File: config.mk
export PLATFORM = sky130hd
export DESIGN_NAME = base64_line_wrapping_encoder_flat
export DESIGN_NICKNAME = d
export VERILOG_FILES = /design/src/sv/b64le_pkg.sv /design/src/sv/b64le_if.sv /design/src/sv/b64le_front.sv /design/src/sv/b64le_queue.sv /design/src/sv/b64le_back.sv /design/src/sv/base64_line_wrapping_encoder.sv /design/src/flat_wrapper.sv
export SDC_FILE = /design/constraint.sdc
export NUM_CORES = 1
export LEC_CHECK = 0
export BUFFER_PORTS_ARGS = -buffer_cell sky130_fd_sc_hd__buf_4
export CORE_MARGIN = 3
export CORE_UTILIZATION = 35
export DETAILED_ROUTE_END_ITERATION = 12
export PLACE_DENSITY = 0.64
export SYNTH_ARGS = -nofsm -noshare
export SYNTH_HDL_FRONTEND = slang
export SYNTH_SLANG_ARGS = --single-unit
export TNS_END_PERCENT = 5
File: constraint.sdc
create_clock -name clk -period 4.35 [get_ports clk]
set_input_delay 0 -clock clk [delete_from_list [all_inputs] [get_ports clk]]
set_output_delay 0 -clock clk [all_outputs]
set_load 0.01 [all_outputs]
File: src/sv/b64le_pkg.sv
`timescale 1ns / 1ps
// Shared types, constants and the alphabet function of the line-wrapping Base64 encoder.
// Used by the channel interfaces and by every module of the block.
package b64le_pkg;

  localparam int ByteWidth  = 8;
  localparam int CharWidth  = 7;
  localparam int GplWidth   = 8;
  localparam int QueueDepth = 4;
  localparam int JobChars   = 4;
  localparam int CharIdxW   = $clog2(JobChars);

  localparam logic [GplWidth-1:0]  GplReset    = 8'd12;
  localparam logic [CharWidth-1:0] PadChar     = 7'd61;
  localparam logic [CharWidth-1:0] NewlineChar = 7'd10;

  localparam int CfgAddrWidth = 3;
  localparam logic [CfgAddrWidth-1:0] RegGroupsPerLine = 3'd0;

  typedef struct packed {
    logic [JobChars-1:0][CharWidth-1:0] chars;
    logic [CharIdxW-1:0]                last_idx;
    logic                               fin;
  } b64le_job_t;

  function automatic logic [CharWidth-1:0] sextet_char(input logic [5:0] v);
    logic [CharWidth-1:0] c;
    begin
      if (v < 6'd26) begin
        c = 7'd65 + {1'b0, v};
      end else if (v < 6'd52) begin
        c = 7'd71 + {1'b0, v};
      end else if (v < 6'd62) begin
        c = {1'b0, v} - 7'd4;
      end else if (v == 6'd62) begin
        c = 7'd43;
      end else begin
        c = 7'd47;
      end
      return c;
    end
  endfunction

endpackage

File: src/sv/b64le_if.sv
`timescale 1ns / 1ps
// Valid/ready channel interfaces for the byte input and the character output.
// Depends on b64le_pkg for the field widths.
interface b64le_byte_if
  import b64le_pkg::*;
();
  logic                 valid;
  logic                 ready;
  logic [ByteWidth-1:0] data_byte;
  logic                 final_byte;

  modport source(output valid, data_byte, final_byte, input ready);
  modport sink(input valid, data_byte, final_byte, output ready);
endinterface

interface b64le_char_if
  import b64le_pkg::*;
();
  logic                 valid;
  logic                 ready;
  logic [CharWidth-1:0] out_char;
  logic                 run_last;
  logic                 message_end;

  modport source(output valid, out_char, run_last, message_end, input ready);
  modport sink(input valid, out_char, run_last, message_end, output ready);
endinterface

File: src/sv/b64le_front.sv
`timescale 1ns / 1ps
// Front end: accepts input bytes, tracks group phase and line position, and builds
// the characters each byte causes as one job. Depends on b64le_pkg and b64le_if.
module b64le_front
  import b64le_pkg::*;
(
  input  logic                clk,
  input  logic                rst,
  b64le_byte_if.sink          byte_in,
  input  logic [GplWidth-1:0] groups_per_line,
  output logic                push_valid,
  input  logic                push_ready,
  output b64le_job_t          push_job
);

  typedef enum logic [2:0] {
    PH0 = 3'b001,
    PH1 = 3'b010,
    PH2 = 3'b100
  } phase_t;

  phase_t              phase, phase_next;
  logic [3:0]          leftover, leftover_next;
  logic [GplWidth-1:0] line_count, line_count_next;
  logic [GplWidth-1:0] count_inc;
  logic [7:0]          d;
  logic                fin;
  b64le_job_t          job;

  assign d   = byte_in.data_byte;
  assign fin = byte_in.final_byte;

  always_comb begin
    job             = '0;
    phase_next      = phase;
    leftover_next   = leftover;
    line_count_next = line_count;
    count_inc       = line_count + 8'd1;
    job.fin         = fin;
    case (phase)
      PH1: begin
        job.chars[0] = sextet_char({leftover[1:0], d[7:4]});
        if (fin) begin
          job.chars[1] = sextet_char({d[3:0], 2'b00});
          job.chars[2] = PadChar;
          job.last_idx = 2'd2;
        end else begin
          job.last_idx  = 2'd0;
          leftover_next = d[3:0];
          phase_next    = PH2;
        end
      end
      PH2: begin
        job.chars[0] = sextet_char({leftover, d[7:6]});
        job.chars[1] = sextet_char(d[5:0]);
        job.last_idx = 2'd1;
        if (!fin) begin
          if (count_inc == groups_per_line) begin
            job.chars[2]    = NewlineChar;
            job.last_idx    = 2'd2;
            line_count_next = '0;
          end else begin
            line_count_next = count_inc;
          end
          leftover_next = '0;
          phase_next    = PH0;
        end
      end
      default: begin
        job.chars[0] = sextet_char(d[7:2]);
        if (fin) begin
          job.chars[1] = sextet_char({d[1:0], 4'b0000});
          job.chars[2] = PadChar;
          job.chars[3] = PadChar;
          job.last_idx = 2'd3;
        end else begin
          job.last_idx  = 2'd0;
          leftover_next = {2'b00, d[1:0]};
          phase_next    = PH1;
        end
      end
    endcase
    if (fin) begin
      phase_next      = PH0;
      leftover_next   = '0;
      line_count_next = '0;
    end
  end

  assign push_valid    = byte_in.valid;
  assign byte_in.ready = push_ready;
  assign push_job      = job;

  always_ff @(posedge clk) begin
    if (rst) begin
      phase      <= PH0;
      leftover   <= '0;
      line_count <= '0;
    end else if (byte_in.valid && push_ready) begin
      phase      <= phase_next;
      leftover   <= leftover_next;
      line_count <= line_count_next;
    end
  end

endmodule

File: src/sv/b64le_queue.sv
`timescale 1ns / 1ps
// Short job queue between the front end and the character sequencer.
// Depends on b64le_pkg for the job type.
module b64le_queue
  import b64le_pkg::*;
#(
  parameter int DEPTH = QueueDepth
) (
  input  logic       clk,
  input  logic       rst,
  input  logic       push_valid,
  output logic       push_ready,
  input  b64le_job_t push_job,
  output logic       head_valid,
  input  logic       pop,
  output b64le_job_t head_job
);

  localparam int PtrW = (DEPTH > 1) ? $clog2(DEPTH) : 1;
  localparam int CntW = $clog2(DEPTH + 1);
  localparam logic [PtrW-1:0] LastPtr = PtrW'(DEPTH - 1);
  localparam logic [CntW-1:0] FullCnt = CntW'(DEPTH);

  b64le_job_t      slots [DEPTH];
  logic [PtrW-1:0] wr_ptr, rd_ptr;
  logic [CntW-1:0] count;
  logic            do_push, do_pop;

  assign push_ready = (count != FullCnt);
  assign head_valid = (count != '0);
  assign head_job   = slots[rd_ptr];
  assign do_push    = push_valid && push_ready;
  assign do_pop     = pop && head_valid;

  always_ff @(posedge clk) begin
    if (do_push) begin
      slots[wr_ptr] <= push_job;
    end
  end

  always_ff @(posedge clk) begin
    if (rst) begin
      wr_ptr <= '0;
      rd_ptr <= '0;
      count  <= '0;
    end else begin
      if (do_push) begin
        wr_ptr <= (wr_ptr == LastPtr) ? '0 : wr_ptr + 1'b1;
      end
      if (do_pop) begin
        rd_ptr <= (rd_ptr == LastPtr) ? '0 : rd_ptr + 1'b1;
      end
      if (do_push && !do_pop) begin
        count <= count + 1'b1;
      end else if (do_pop && !do_push) begin
        count <= count - 1'b1;
      end
    end
  end

endmodule

File: src/sv/b64le_back.sv
`timescale 1ns / 1ps
// Back end: steps through the characters of the head job and drives one character
// per beat from an output register. Depends on b64le_pkg and b64le_if.
module b64le_back
  import b64le_pkg::*;
(
  input  logic       clk,
  input  logic       rst,
  input  logic       head_valid,
  input  b64le_job_t head_job,
  output logic       pop,
  b64le_char_if.source char_out
);

  logic [CharIdxW-1:0]  idx;
  logic                 load, at_last;
  logic                 out_valid;
  logic [CharWidth-1:0] out_char;
  logic                 run_last, message_end;

  assign at_last = (idx == head_job.last_idx);
  assign load    = head_valid && (!out_valid || char_out.ready);
  assign pop     = load && at_last;

  always_ff @(posedge clk) begin
    if (rst) begin
      out_valid <= 1'b0;
      idx       <= '0;
    end else begin
      if (load) begin
        out_valid <= 1'b1;
        idx       <= at_last ? '0 : idx + 1'b1;
      end else if (char_out.ready) begin
        out_valid <= 1'b0;
      end
    end
  end

  always_ff @(posedge clk) begin
    if (load) begin
      out_char    <= head_job.chars[idx];
      run_last    <= at_last;
      message_end <= at_last && head_job.fin;
    end
  end

  assign char_out.valid       = out_valid;
  assign char_out.out_char    = out_char;
  assign char_out.run_last    = run_last;
  assign char_out.message_end = message_end;

endmodule

File: src/sv/base64_line_wrapping_encoder.sv
`timescale 1ns / 1ps
// Top level of the line-wrapping Base64 encoder: front end, job queue, character
// sequencer and the APB register. Depends on b64le_pkg, b64le_if and the submodules.
//
// Raw bytes enter on byte_in, one per beat, with final_byte set on the last byte of
// a message. Base64 characters leave on char_out, one per beat; run_last marks the
// last character caused by a byte and message_end the last character of a message.
// A newline follows every groups_per_line complete three-byte groups, except after
// the final group. groups_per_line is written through the APB port at address 0.
// A byte's characters pass through the job queue and then the output register. A byte
// yields one to four characters; the sequencer sends one character per cycle while
// the receiver is ready, and the front end takes one byte per cycle while the queue
// has room. Reset empties the queue, clears the group and line state and sets
// groups_per_line to twelve. When the receiver stalls, the output holds its beat,
// the queue fills and byte_in.ready then falls until room is made.
module base64_line_wrapping_encoder
  import b64le_pkg::*;
#(
  parameter int QUEUE_DEPTH = QueueDepth
) (
  input  logic                    clk,
  input  logic                    rst,
  b64le_byte_if.sink              byte_in,
  b64le_char_if.source            char_out,
  input  logic                    psel,
  input  logic                    penable,
  input  logic                    pwrite,
  input  logic [CfgAddrWidth-1:0] paddr,
  input  logic [31:0]             pwdata,
  output logic [31:0]             prdata,
  output logic                    pready
);

  logic [GplWidth-1:0] groups_per_line;
  logic                q_push_valid, q_push_ready, q_head_valid, q_pop;
  b64le_job_t          q_push_job, q_head_job;
  logic                reg_hit;

  assign pready  = 1'b1;
  assign reg_hit = ({paddr[CfgAddrWidth-1:2], 2'b00} == RegGroupsPerLine);
  assign prdata  = reg_hit ? {24'd0, groups_per_line} : 32'd0;

  always_ff @(posedge clk) begin
    if (rst) begin
      groups_per_line <= GplReset;
    end else if (psel && penable && pwrite && pready && reg_hit) begin
      groups_per_line <= pwdata[GplWidth-1:0];
    end
  end

  b64le_front u_front (
    .clk            (clk),
    .rst            (rst),
    .byte_in        (byte_in),
    .groups_per_line(groups_per_line),
    .push_valid     (q_push_valid),
    .push_ready     (q_push_ready),
    .push_job       (q_push_job)
  );

  b64le_queue #(
    .DEPTH(QUEUE_DEPTH)
  ) u_queue (
    .clk       (clk),
    .rst       (rst),
    .push_valid(q_push_valid),
    .push_ready(q_push_ready),
    .push_job  (q_push_job),
    .head_valid(q_head_valid),
    .pop       (q_pop),
    .head_job  (q_head_job)
  );

  b64le_back u_back (
    .clk       (clk),
    .rst       (rst),
    .head_valid(q_head_valid),
    .head_job  (q_head_job),
    .pop       (q_pop),
    .char_out  (char_out)
  );

  a_end_is_last: assert property (@(posedge clk) disable iff (rst)
    char_out.valid && char_out.message_end |-> char_out.run_last)
    else $error("message end without run end");

  a_fin_has_padding: assert property (@(posedge clk) disable iff (rst)
    q_push_valid && q_push_ready && q_push_job.fin |-> q_push_job.last_idx != 2'd0)
    else $error("final job with a single character");

  a_four_only_final: assert property (@(posedge clk) disable iff (rst)
    q_push_valid && q_push_ready && q_push_job.last_idx == 2'd3 |-> q_push_job.fin)
    else $error("four-character job without final flag");

  a_pop_needs_head: assert property (@(posedge clk) disable iff (rst)
    q_pop |-> q_head_valid)
    else $error("pop from an empty queue");

endmodule
File: src/flat_wrapper.sv
// flat-port wrapper written by rule: the top's interface ports become plain ports
module base64_line_wrapping_encoder_flat import b64le_pkg::*;
#(
  parameter int QUEUE_DEPTH = QueueDepth
)
  (clk, rst, psel, penable, pwrite, paddr, pwdata, prdata, pready, byte_in_valid, byte_in_data_byte, byte_in_final_byte, byte_in_ready, char_out_valid, char_out_out_char, char_out_run_last, char_out_message_end, char_out_ready);
  b64le_byte_if byte_in_i ();
  b64le_char_if char_out_i ();
  input  logic clk;
  input  logic rst;
  input  logic psel;
  input  logic penable;
  input  logic pwrite;
  input  logic [CfgAddrWidth-1:0] paddr;
  input  logic [31:0] pwdata;
  output logic [31:0] prdata;
  output logic pready;
  input wire logic [$bits(byte_in_i.valid)-1:0] byte_in_valid;
  input wire logic [$bits(byte_in_i.data_byte)-1:0] byte_in_data_byte;
  input wire logic [$bits(byte_in_i.final_byte)-1:0] byte_in_final_byte;
  output wire logic [$bits(byte_in_i.ready)-1:0] byte_in_ready;
  output wire logic [$bits(char_out_i.valid)-1:0] char_out_valid;
  output wire logic [$bits(char_out_i.out_char)-1:0] char_out_out_char;
  output wire logic [$bits(char_out_i.run_last)-1:0] char_out_run_last;
  output wire logic [$bits(char_out_i.message_end)-1:0] char_out_message_end;
  input wire logic [$bits(char_out_i.ready)-1:0] char_out_ready;
  assign byte_in_i.valid = byte_in_valid;
  assign byte_in_i.data_byte = byte_in_data_byte;
  assign byte_in_i.final_byte = byte_in_final_byte;
  assign byte_in_ready = byte_in_i.ready;
  assign char_out_valid = char_out_i.valid;
  assign char_out_out_char = char_out_i.out_char;
  assign char_out_run_last = char_out_i.run_last;
  assign char_out_message_end = char_out_i.message_end;
  assign char_out_i.ready = char_out_ready;
  base64_line_wrapping_encoder #(.QUEUE_DEPTH(QUEUE_DEPTH)) u_core (.clk(clk), .rst(rst), .byte_in(byte_in_i), .char_out(char_out_i), .psel(psel), .penable(penable), .pwrite(pwrite), .paddr(paddr), .pwdata(pwdata), .prdata(prdata), .pready(pready));
endmodule
## Word level (Yosys, flattened, before mapping)

Memory sizes are Yosys's and may differ from the RTL's. A register that Yosys moved wholly into a read port is not among the register bits.
Index checks and enable logic that the tools add are counted.

| cells by class | value |
|---|---|
| add/sub/neg operators | 24 |
| $lt $le $gt $ge | 19 |
| eq/ne operators | 11 |
| mux-type cells | 53 |
| bitwise logic cells | 1 |
| reductions and logical operators | 20 |

Operators by type and width:

| kind | number |
|---|---|
| 7-bit 2-to-1 mux | 20 |
| 7-bit by 6-bit adder with 7-bit output, first input constant | 12 |
| 6-bit < comparator, second input constant | 12 |
| 23-bit case mux with 2 select lines | 1 |
| 6-bit by 3-bit subtractor with 7-bit output, second input constant | 6 |
| 6-bit by 5-bit < comparator with 1-bit output, second input constant | 6 |
| 8-bit 2-to-1 mux | 4 |
| 6-bit == test, second input constant | 4 |
| 3-bit 2-to-1 mux | 7 |
| 20-bit 2-to-1 mux | 1 |
| 2-bit 2-to-1 mux | 9 |
| 7-bit binary-select mux with 2-bit select | 1 |
| 13-bit 2-to-1 mux | 1 |
| 4-bit 2-to-1 mux | 3 |
| 1-bit logical AND | 10 |
| 8-bit by 1-bit adder with 8-bit output, second input constant | 1 |
| 8-bit == test | 1 |
| 4-bit case mux with 2 select lines | 1 |
| 2-bit by 1-bit adder with 2-bit output, second input constant | 3 |
| 3-bit case mux with 2 select lines | 1 |
| 2-bit nonzero test | 3 |
| 2-bit == test, second input constant | 2 |
| 1-bit 2-to-1 mux | 4 |
| 3-bit by 1-bit adder with 3-bit output, second input constant | 1 |
| 12 further kinds | 14 |

| storage, ports and cells | value |
|---|---|
| register bits after elaboration | 42 |
| bits in writable memories | 124 |
| input bits | 51 |
| output and inout bits | 44 |
| logic and storage cells | 141 |
| memories | 1 |

Memories:

| name | depth | bits a word | rd ports | clocked after Yosys merged registers in | write ports | RTL line | source |
|---|---|---|---|---|---|---|---|
| u_core.u_queue.slots | 4 | 31 | 1 | 1 | 1 | b64le_queue.sv:24 | `b64le_job_t slots [DEPTH];` |

## Logic depth before layout (Yosys ltp)

Gate-level depths: netlist (run 1).

| depth | value |
|---|---|
| depth in word-level cells | 8 |
| mapped depth | 12 |
| mapped depth without buffers | 11 |

## Modules after synthesis

Synthesis (run 1) repeated with hierarchy kept, for this count alone.

| second synthesis, totals | value |
|---|---|
| cells, all modules | 765 |
| area total of the unflattened synthesis | 9192.6 um^2 |

Modules (own cells, without submodules):

| module | instances | cells an instance | area an instance (um^2) | sequential area each (um^2) |
|---|---|---|---|---|
| b64le_queue | 1 | 209 | 4932.2 | 3903.7 |
| b64le_front | 1 | 446 | 2991.6 | 300.3 |
| b64le_back | 1 | 40 | 648.1 | 330.3 |
| base64_line_wrapping_encoder | 1 | 70 | 620.6 | 160.2 |

## Worst setup path before layout (run 1)

OpenSTA, ideal clock, no wires.

| timing path | value |
|---|---|
| path kind | reg-to-reg |
| start point | register (tool-made name) |
| end point | register u_core.u_queue.count[2] |
| library setup time | 0.070 ns |
| data arrival time | 2.543 ns |
| data required time | 4.280 ns |
| setup slack | 1.736 ns |
| stages on the path, launching flop included | 12 |
| path buffers | 1 |
| clock period less this slack | 2.614 ns |
| cells stage by stage | dfxtp_1 -> mux4_2 -> xnor2_1 -> and2_1 -> buf_2 -> nand2_2 -> ha_1 -> inv_1 -> fa_1 -> xor2_1 -> or3_1 -> a21oi_1 |

RTL lines:

| item | RTL line | source |
|---|---|---|
| to (signal assigned) | b64le_queue.sv:54 | `count <= count + 1'b1;` |
| to (signal assigned) | b64le_queue.sv:56 | `count <= count - 1'b1;` |
| to (decl) | b64le_queue.sv:26 | `logic [CntW-1:0] count;` |

==> reports/qor.yml, run 1 <==
h-tree-depth: 4
vias_per_cell: 5.346
dominantRegCellSynth: "edfxtp_1"
antenna_found_initial: 0
tightest_slew_ns: 1.102
synth_cell_types: 67
max-cap-violations: 0
layout_min_cycle_time_ns: 3.175
synth.avg_cell_area_sq_um: 10.67
dieWidth_um: 149.1
synthArstFlopShare: 0
ys_warn_count: 0
slowest_stage: "dfxtp_1"
instances_no_fill: 997
nets: 800
cp_num_buf_inv: 1
routed_wl_um: 16290
nFillCells: 1851
crit_fanout: 11
vdd_drop_max_mv: 0.3055
die_h_um: 149.1
dp.cells: 944
gr-total-overflow: 0
drive_gt1_frac: 0.1516
arrival_ns: 3.52
outcome: "finished, final reports clean"
hpwl_um: 11170
cp-end-kind: "flip-flop"
p_int_mw: 2.786
initialDrtViolationCount: 482
post_cts_buffers: 0
p_total_mw: 3.845
combinationalPowerShare: 0.225
rows: 51
relSlewSlack: 0.2654
synth_area_sq_mm: 0.007169
grt_usage: 0.1483
hold_class: "in -> reg"
cts_tree: "yes"
tns_ns: 0
gp_congestion: 0.8752
clkPwrFrac: 0.365
drt-pass1-iter-count: 5
seq_area_frac_synth: 0.4705
cts_root_buffer: "clkbuf_16"
maxSlewViolCount: 0
finalCritPeriodShare: 0.7300
grt_pass1_vias: 5001
power_leakage_nw: 3.101
path_delay_family: "flip-flops"
crit_type: "reg -> reg"
ant_nets: 0
clk_pin_slew_ns: 0.05
clock_latency_ns: 0.41
grt_pass1_wl_um: 26330
routedWlPerCell_um: 16.34
cp_cell_sequence: "mux4_2 > xnor2_1 > and2_1 > nand2_2 > ha_1 > inv_1 > fa_1 > xor2_1 > or3_1 > a21oi_1"
cp-start-kind: "flip-flop"
synth-edff-count: 89
synthToLayoutAreaGrowth_pct: 17.17
swShare: 0.2753
synth-seq-cells: 124
pwr_density_cell_mw_per_mm2: 457.7
numCtsBuffers: 17
final-hold-violation-count: 0
die_area_sq_mm: 0.02224
path_depth: 10
clock_sinks: 124
seqPwrFrac: 0.410
clock_skew_ns: 0.007149
port-buffer-count: 43
core-area_sq_mm: 0.01978
crit_path_max_incr_delay_ns: 0.79
diodes: 0
drc: 0
grt_start_max_net_pins: 28
num_vias: 5330
min_path_cells: 3
finalSetupViolations: 0
rr_worst_depth: 10
ios: 95
syn_inst: 672
initial_core_util: 0.3624
worstPathRequired_ns: 4.69
cts_buffer_depth: 2
fmax_ghz: 0.3149
rsz0062_at_grt: "false"
switching_power_mw: 1.058
## path summary, 6_finish.rpt
kind	from	end	slack (ns)
worst min register to register	u_core.groups_per_line[3]$_SDFFE_PP1P_	u_core.groups_per_line[3]$_SDFFE_PP1P_	0.49
worst min-delay path	byte_in_data_byte[3]	u_core.u_front.leftover[3]$_SDFFE_PP0P_	0.03
worst max register to register	flip-flop	u_core.u_queue.count[2]$_SDFFE_PP0P_	1.17
worst max-delay path	flip-flop	u_core.u_queue.count[2]$_SDFFE_PP0P_	1.17
## cell families (layout without fill, tap and decap cells)
logic type | Yosys count | after routing | synth area share
AO/OA/AOI/OAI | 163 | 163 | 0.1534
XOR/XNOR | 30 | 30 | 0.03665
adder cells (fa/ha/maj) | 30 | 30 | 0.05340
buffers and inverters | 90 | 127 | 0.06108
flip-flops | 124 | 124 | 0.4705
multiplexers | 33 | 33 | 0.07958
other | 2 | 25 | 0.001048
AND/OR/NAND/NOR | 200 | 200 | 0.1443
## cells in the final DEF, fill, tap and decap left out, types with 4 or more instances in the layout
cell / instances
nand3b_1: 4
xnor2_1: 25
nor2_1: 35
nor2b_1: 13
edfxtp_1: 89
a22oi_1: 5
o211ai_1: 8
clkinv_2: 4
nor3_1: 22
mux2i_1: 12
xor2_1: 5
a221o_1: 6
inv_1: 24
clkbuf_16: 17
o31ai_1: 4
a21o_1: 10
nand2b_1: 8
dlygate4sd3_1: 21
conb_1: 25
o221ai_1: 7
and2_1: 4
a211oi_1: 9
mux4_2: 19
or3_1: 9
a21oi_1: 55
and3_1: 8
dfxtp_1: 35
buf_4: 45
o311ai_0: 6
nand3_1: 19
nand4_1: 5
o22ai_1: 5
o21ai_0: 22
ha_1: 29
nand2_1: 52
## state kept, by name, indices dropped and copies added, names as in the netlist, named ones only
register                            count
u_core.groups_per_line                  8
u_core.u_back.char_out.message_end      1
u_core.u_back.char_out.out_char         7
u_core.u_back.char_out.run_last         1
u_core.u_back.char_out.valid            1
u_core.u_back.idx                       2
u_core.u_front.leftover                 4
u_core.u_front.line_count               8
u_core.u_front.phase                    3
u_core.u_queue.count                    3
u_core.u_queue.rd_ptr                   2
u_core.u_queue.slots                   80
u_core.u_queue.wr_ptr                   2
## synth_stat cells, types with 3 or more instances
master | count | area share
a211o_1 | 3 | 0.0037
a211oi_1 | 9 | 0.0094
a21o_1 | 10 | 0.010
a21oi_1 | 55 | 0.038
a221o_1 | 6 | 0.0084
a221oi_1 | 3 | 0.0037
a22o_1 | 3 | 0.0037
a22oi_1 | 5 | 0.0052
a31oi_1 | 3 | 0.0026
and2_1 | 4 | 0.0035
and3_1 | 8 | 0.0070
buf_1 | 3 | 0.0016
buf_2 | 5 | 0.0035
buf_4 | 25 | 0.026
clkbuf_1 | 28 | 0.015
dfxtp_1 | 35 | 0.098
edfxtp_1 | 89 | 0.37
ha_1 | 29 | 0.051
inv_1 | 24 | 0.013
inv_2 | 3 | 0.0016
mux2i_1 | 12 | 0.017
mux4_2 | 19 | 0.060
nand2_1 | 52 | 0.027
nand2b_1 | 8 | 0.0070
nand3_1 | 19 | 0.013
nand3b_1 | 4 | 0.0042
nand4_1 | 5 | 0.0044
nor2_1 | 35 | 0.018
nor2b_1 | 13 | 0.011
nor3_1 | 22 | 0.015
nor4_1 | 3 | 0.0026
o211ai_1 | 8 | 0.0084
o21ai_0 | 22 | 0.015
o221ai_1 | 7 | 0.0086
o22ai_1 | 5 | 0.0044
o311ai_0 | 6 | 0.0073
o31ai_1 | 4 | 0.0042
or2_2 | 3 | 0.0026
or3_1 | 9 | 0.0079
xnor2_1 | 25 | 0.031
xor2_1 | 5 | 0.0061
## layer usage
metal  track usage  wire length [um]  vias to the layer above
met4       0.03616               117                        0
met3       0.03373               705                        8
li1              -                 -                     2564
met5             0                 0                        -
met2        0.2390              8000                      151
met1        0.2041              7469                     2607
## what timing repair did
item	4_1_cts	5_1_grt
gates resized for setup	0	0
hold buffers	21	0
hold endpoints to repair	26	0
## tightest hold or removal path, delay by kind of cell
kind,cells,cell delay [ns]
and+or+nand+nor,1,0.09
buffers and inverters,1,0.22
AOI/OAI and AO/OA,1,0.10
## final cells by class
| type | instances | area, sq um | area share |
|---|---|---|---|
| repair buffers | 66 | 548.0 | 0.06524 |
| inverters | 29 | 108.9 | 0.01296 |
| flip-flops and latches | 124 | 3373 | 0.4015 |
| well taps | 265 | 331.6 | 0.03947 |
| clock buffers | 21 | 450.4 | 0.05362 |
| multi-input cells | 481 | 3445 | 0.4100 |
| clock inverters | 11 | 143.9 | 0.01713 |
## power by group through the flow
stage	sequential, mW	clock (mW)	combinational [mW]
2_1_floorplan	1.57	0	0.629
3_3_place_gp	1.59	0	0.839
3_5_place_dp	1.60	0	0.851
6_report	1.57	1.41	0.865
4_1_cts	1.58	1.43	0.874
5_1_grt	1.60	1.48	0.969
## stage by stage
stage | area (sq um) | utilization | hold slack (ns) | setup WS, ns
floorplan | 7256 | - | 0.04292 | 1.736
detailed placement | 7596 | 0.3840 | 0.2162 | 1.126
CTS | 8401 | 0.4247 | 0.02136 | 1.103
global placement | 7596 | 0.3840 | 0.2157 | 1.162
finish | 8401 | 0.4247 | 0.03243 | 1.175
global route | 8401 | 0.4247 | 0.05539 | 0.8796
(Power assumes the default switching activity.)
==> inputs of run 2 (changes only) <==
--- a/config.mk
+++ b/config.mk
@@ -5,6 +5,7 @@
 export SDC_FILE = /design/constraint.sdc
 export NUM_CORES = 1
 export LEC_CHECK = 0
+export ABC_AREA = 1
 export BUFFER_PORTS_ARGS = -buffer_cell sky130_fd_sc_hd__buf_4
 export CORE_MARGIN = 3
 export CORE_UTILIZATION = 35
==> constraint.sdc (replaced) <==
create_clock -name clk -period 3.1 [get_ports clk]
set_input_delay 0 -clock clk [delete_from_list [all_inputs] [get_ports clk]]
set_output_delay 0 -clock clk [all_outputs]
set_load 0.01 [all_outputs]
==> reports/qor.yml, run 2 <==
numCtsBuffers: 17
grt_pass1_vias: 5588
clock_sinks: 124
final-hold-violation-count: 0
outcome: "finished, final reports clean"
gr-total-overflow: 0
min_from: "psel"
synth-seq-cells: 124
relSlewSlack: 0.5164
ios: 95
gp_congestion: 0.9573
vias_per_cell: 4.981
rsz0062_at_grt: "false"
synth_most_common_cell: "nand2_1"
synth-edff-count: 89
reg_top3: "u_core.u_queue.slots (80), u_core.groups_per_line (8), u_core.u_front.line_count (8)"
routedWlPerCell_um: 14.69
hpwl_um: 12560
cts_buffer_depth: 2
cp-start-kind: "flip-flop"
ant_nets: 0
hold_class: "in -> reg"
pwr_density_cell_mw_per_mm2: 621.9
tns_ns: 0
cts_root_buffer: "clkbuf_16"
synthArstFlopShare: 0
dominantRegCellSynth: "edfxtp_1"
clk_pin_slew_ns: 0.06
layout_min_cycle_time_ns: 2.566
ys_top_cells_by_area: "edfxtp_1 36%, dfxtp_1 9.5%, nand2_1 7.1%"
antenna_found_initial: 0
initialDrtViolationCount: 504
synth_top_area_share: 0.3631
h-tree-depth: 4
mostFrequentLayoutCells: "140 x nand2_1, 95 x nor2_1, 93 x inv_1"
yosys-top-cells-count: "140 x nand2_1, 99 x nor2_1, 93 x inv_1"
routed_wl_um: 17900
diodes: 0
dieWidth_um: 151.0
seq_area_frac_synth: 0.4583
cts_tree: "yes"
min_path_cells: 3
synth_cell_types: 47
largest_reg_flops: 80
ys_warn_count: 0
maxSlewViolCount: 0
die_area_sq_mm: 0.02280
rows: 52
crit_fanout: 11
finalCritPeriodShare: 0.8276
num_vias: 6067
drive_gt1_frac: 0.1276
arrival_ns: 2.87
max-cap-violations: 0
rrSetupSlack_ns: 0.53
post_cts_buffers: 0
whs_ns: 0.02852
final_common_cell: "nand2_1"
port-buffer-count: 43
regMostFlops: "u_core.u_queue.slots"
crit_type: "reg -> reg"
grt_start_max_net_pins: 33
clock_skew_ns: 0.008870
clock_latency_ns: 0.42
drc: 0
tightest_slew_ns: 0.7247
cp-end-kind: "flip-flop"
synth_area_sq_mm: 0.007360
grt_pass1_wl_um: 28580
vdd_drop_max_mv: 0.3937
rr_worst_depth: 15
power_leakage_nw: 3.481
drt-pass1-iter-count: 5
synthToLayoutAreaGrowth_pct: 16.66
worstPathRequired_ns: 3.40
r2r_end: "u_core.u_queue.count[2]$_SDFFE_PP0P_"
finalSetupViolations: 0
min_to: "u_core.groups_per_line[3]$_SDFFE_PP1P_"
fmax_ghz: 0.3898
core-area_sq_mm: 0.02043
grt_usage: 0.1599
initial_core_util: 0.3602
syn_inst: 881
die_h_um: 151.0
nets: 1016
yosysTopAreaCell: "edfxtp_1"
synth.avg_cell_area_sq_um: 8.354
-- run 2: cell count changes in the layout (fill, tap and decap cells not counted), moves of 11 or more --
cell      delta
nor2_1      +60
o21ai_0     +59
mux2i_1     -12
nor3_1      -21
mux4_2      -19
xnor2_1     -20
nor2b_1     -13
nand2_1     +88
inv_1       +69
nand3_1     +61
o211ai_1    +11
-- run 2: layer usage --
metal  part of all wire  global-route usage
met4              0.016             0.05757
met5                  0                   0
met1               0.46              0.2102
met3              0.045             0.03172
met2               0.48              0.2626
-- run 2: area by class of cell --
cell class | count | area (sq um)
Sequential cell | 124 | 3373
Clock buffer | 17 | 425.4
Multi-Input combinational cell | 623 | 3362
Inverter | 99 | 371.6
Clock inverter | 15 | 152.6
Tap cell | 270 | 337.8
Fill cell | 2051 | 11840
Timing Repair Buffer | 70 | 563.0
-- run 2: power breakdown --
group          internal, mW  leakage (nW)  switching, mW
logic                 0.438          2.10          0.810
clock network          1.13         0.272          0.789
registers              2.08          1.11         0.0962
-- run 2: logic make-up after synthesis --
logic type / count (synthesis) / share of synthesized area
simple gates: 351 / 0.2118
compound gates: 197 / 0.1551
buf+inv: 157 / 0.09792
flops: 124 / 0.4583
fa+ha+maj: 30 / 0.05202
xor+xnor: 20 / 0.02380
other cells: 2 / 0.001020
-- run 2: stage by stage --
step                utilization  total power [mW]  cell area, sq um  setup slack (ns)  instances
finish                   0.4203             5.339              8586            0.5343       1218
global route             0.4203             5.640              8586            0.1722       1218
CTS                      0.4203             5.387              8586            0.5286       1218
detailed placement       0.3846             3.444              7858            0.5687       1171
global placement         0.3846             3.418              7858            0.5933       1171
floorplan                     -             3.018              7446            0.7506        904
-- run 2: how the worst max path moves through the flow --
stage                                               from                                    to  slack [ns]  depth (start not counted)
floorplan           u_core.u_queue.count[0]$_SDFFE_PP0P_  u_core.u_queue.count[1]$_SDFFE_PP0P_        0.75                          8
global placement                               flip-flop  u_core.u_queue.count[2]$_SDFFE_PP0P_        0.59                         15
detailed placement                             flip-flop  u_core.u_queue.count[2]$_SDFFE_PP0P_        0.57                         15
CTS                                            flip-flop  u_core.u_queue.count[2]$_SDFFE_PP0P_        0.53                         15
global route                                   flip-flop  u_core.u_queue.count[2]$_SDFFE_PP0P_        0.17                         15
finish                                         flip-flop  u_core.u_queue.count[2]$_SDFFE_PP0P_        0.53                         15
-- run 2: what timing repair did --
item	in CTS	in global routing
endpoints found under the setup margin	0	0
resized for setup	0	0
hold buffers	15	0
hold endpoints to repair	23	0
-- run 2: critical path, cell delays in order (launching register included) --
cell     delay, ns
dfxtp_1       0.58
inv_2         0.16
nand2_1       0.09
nand3_1       0.06
nand2_1       0.12
xor2_1        0.07
nand2_1       0.13
inv_2         0.05
nand2_2       0.10
ha_1          0.15
inv_1         0.07
fa_1          0.39
a21oi_1       0.14
o21ai_0       0.11
o21ai_0       0.17
a21oi_1       0.05
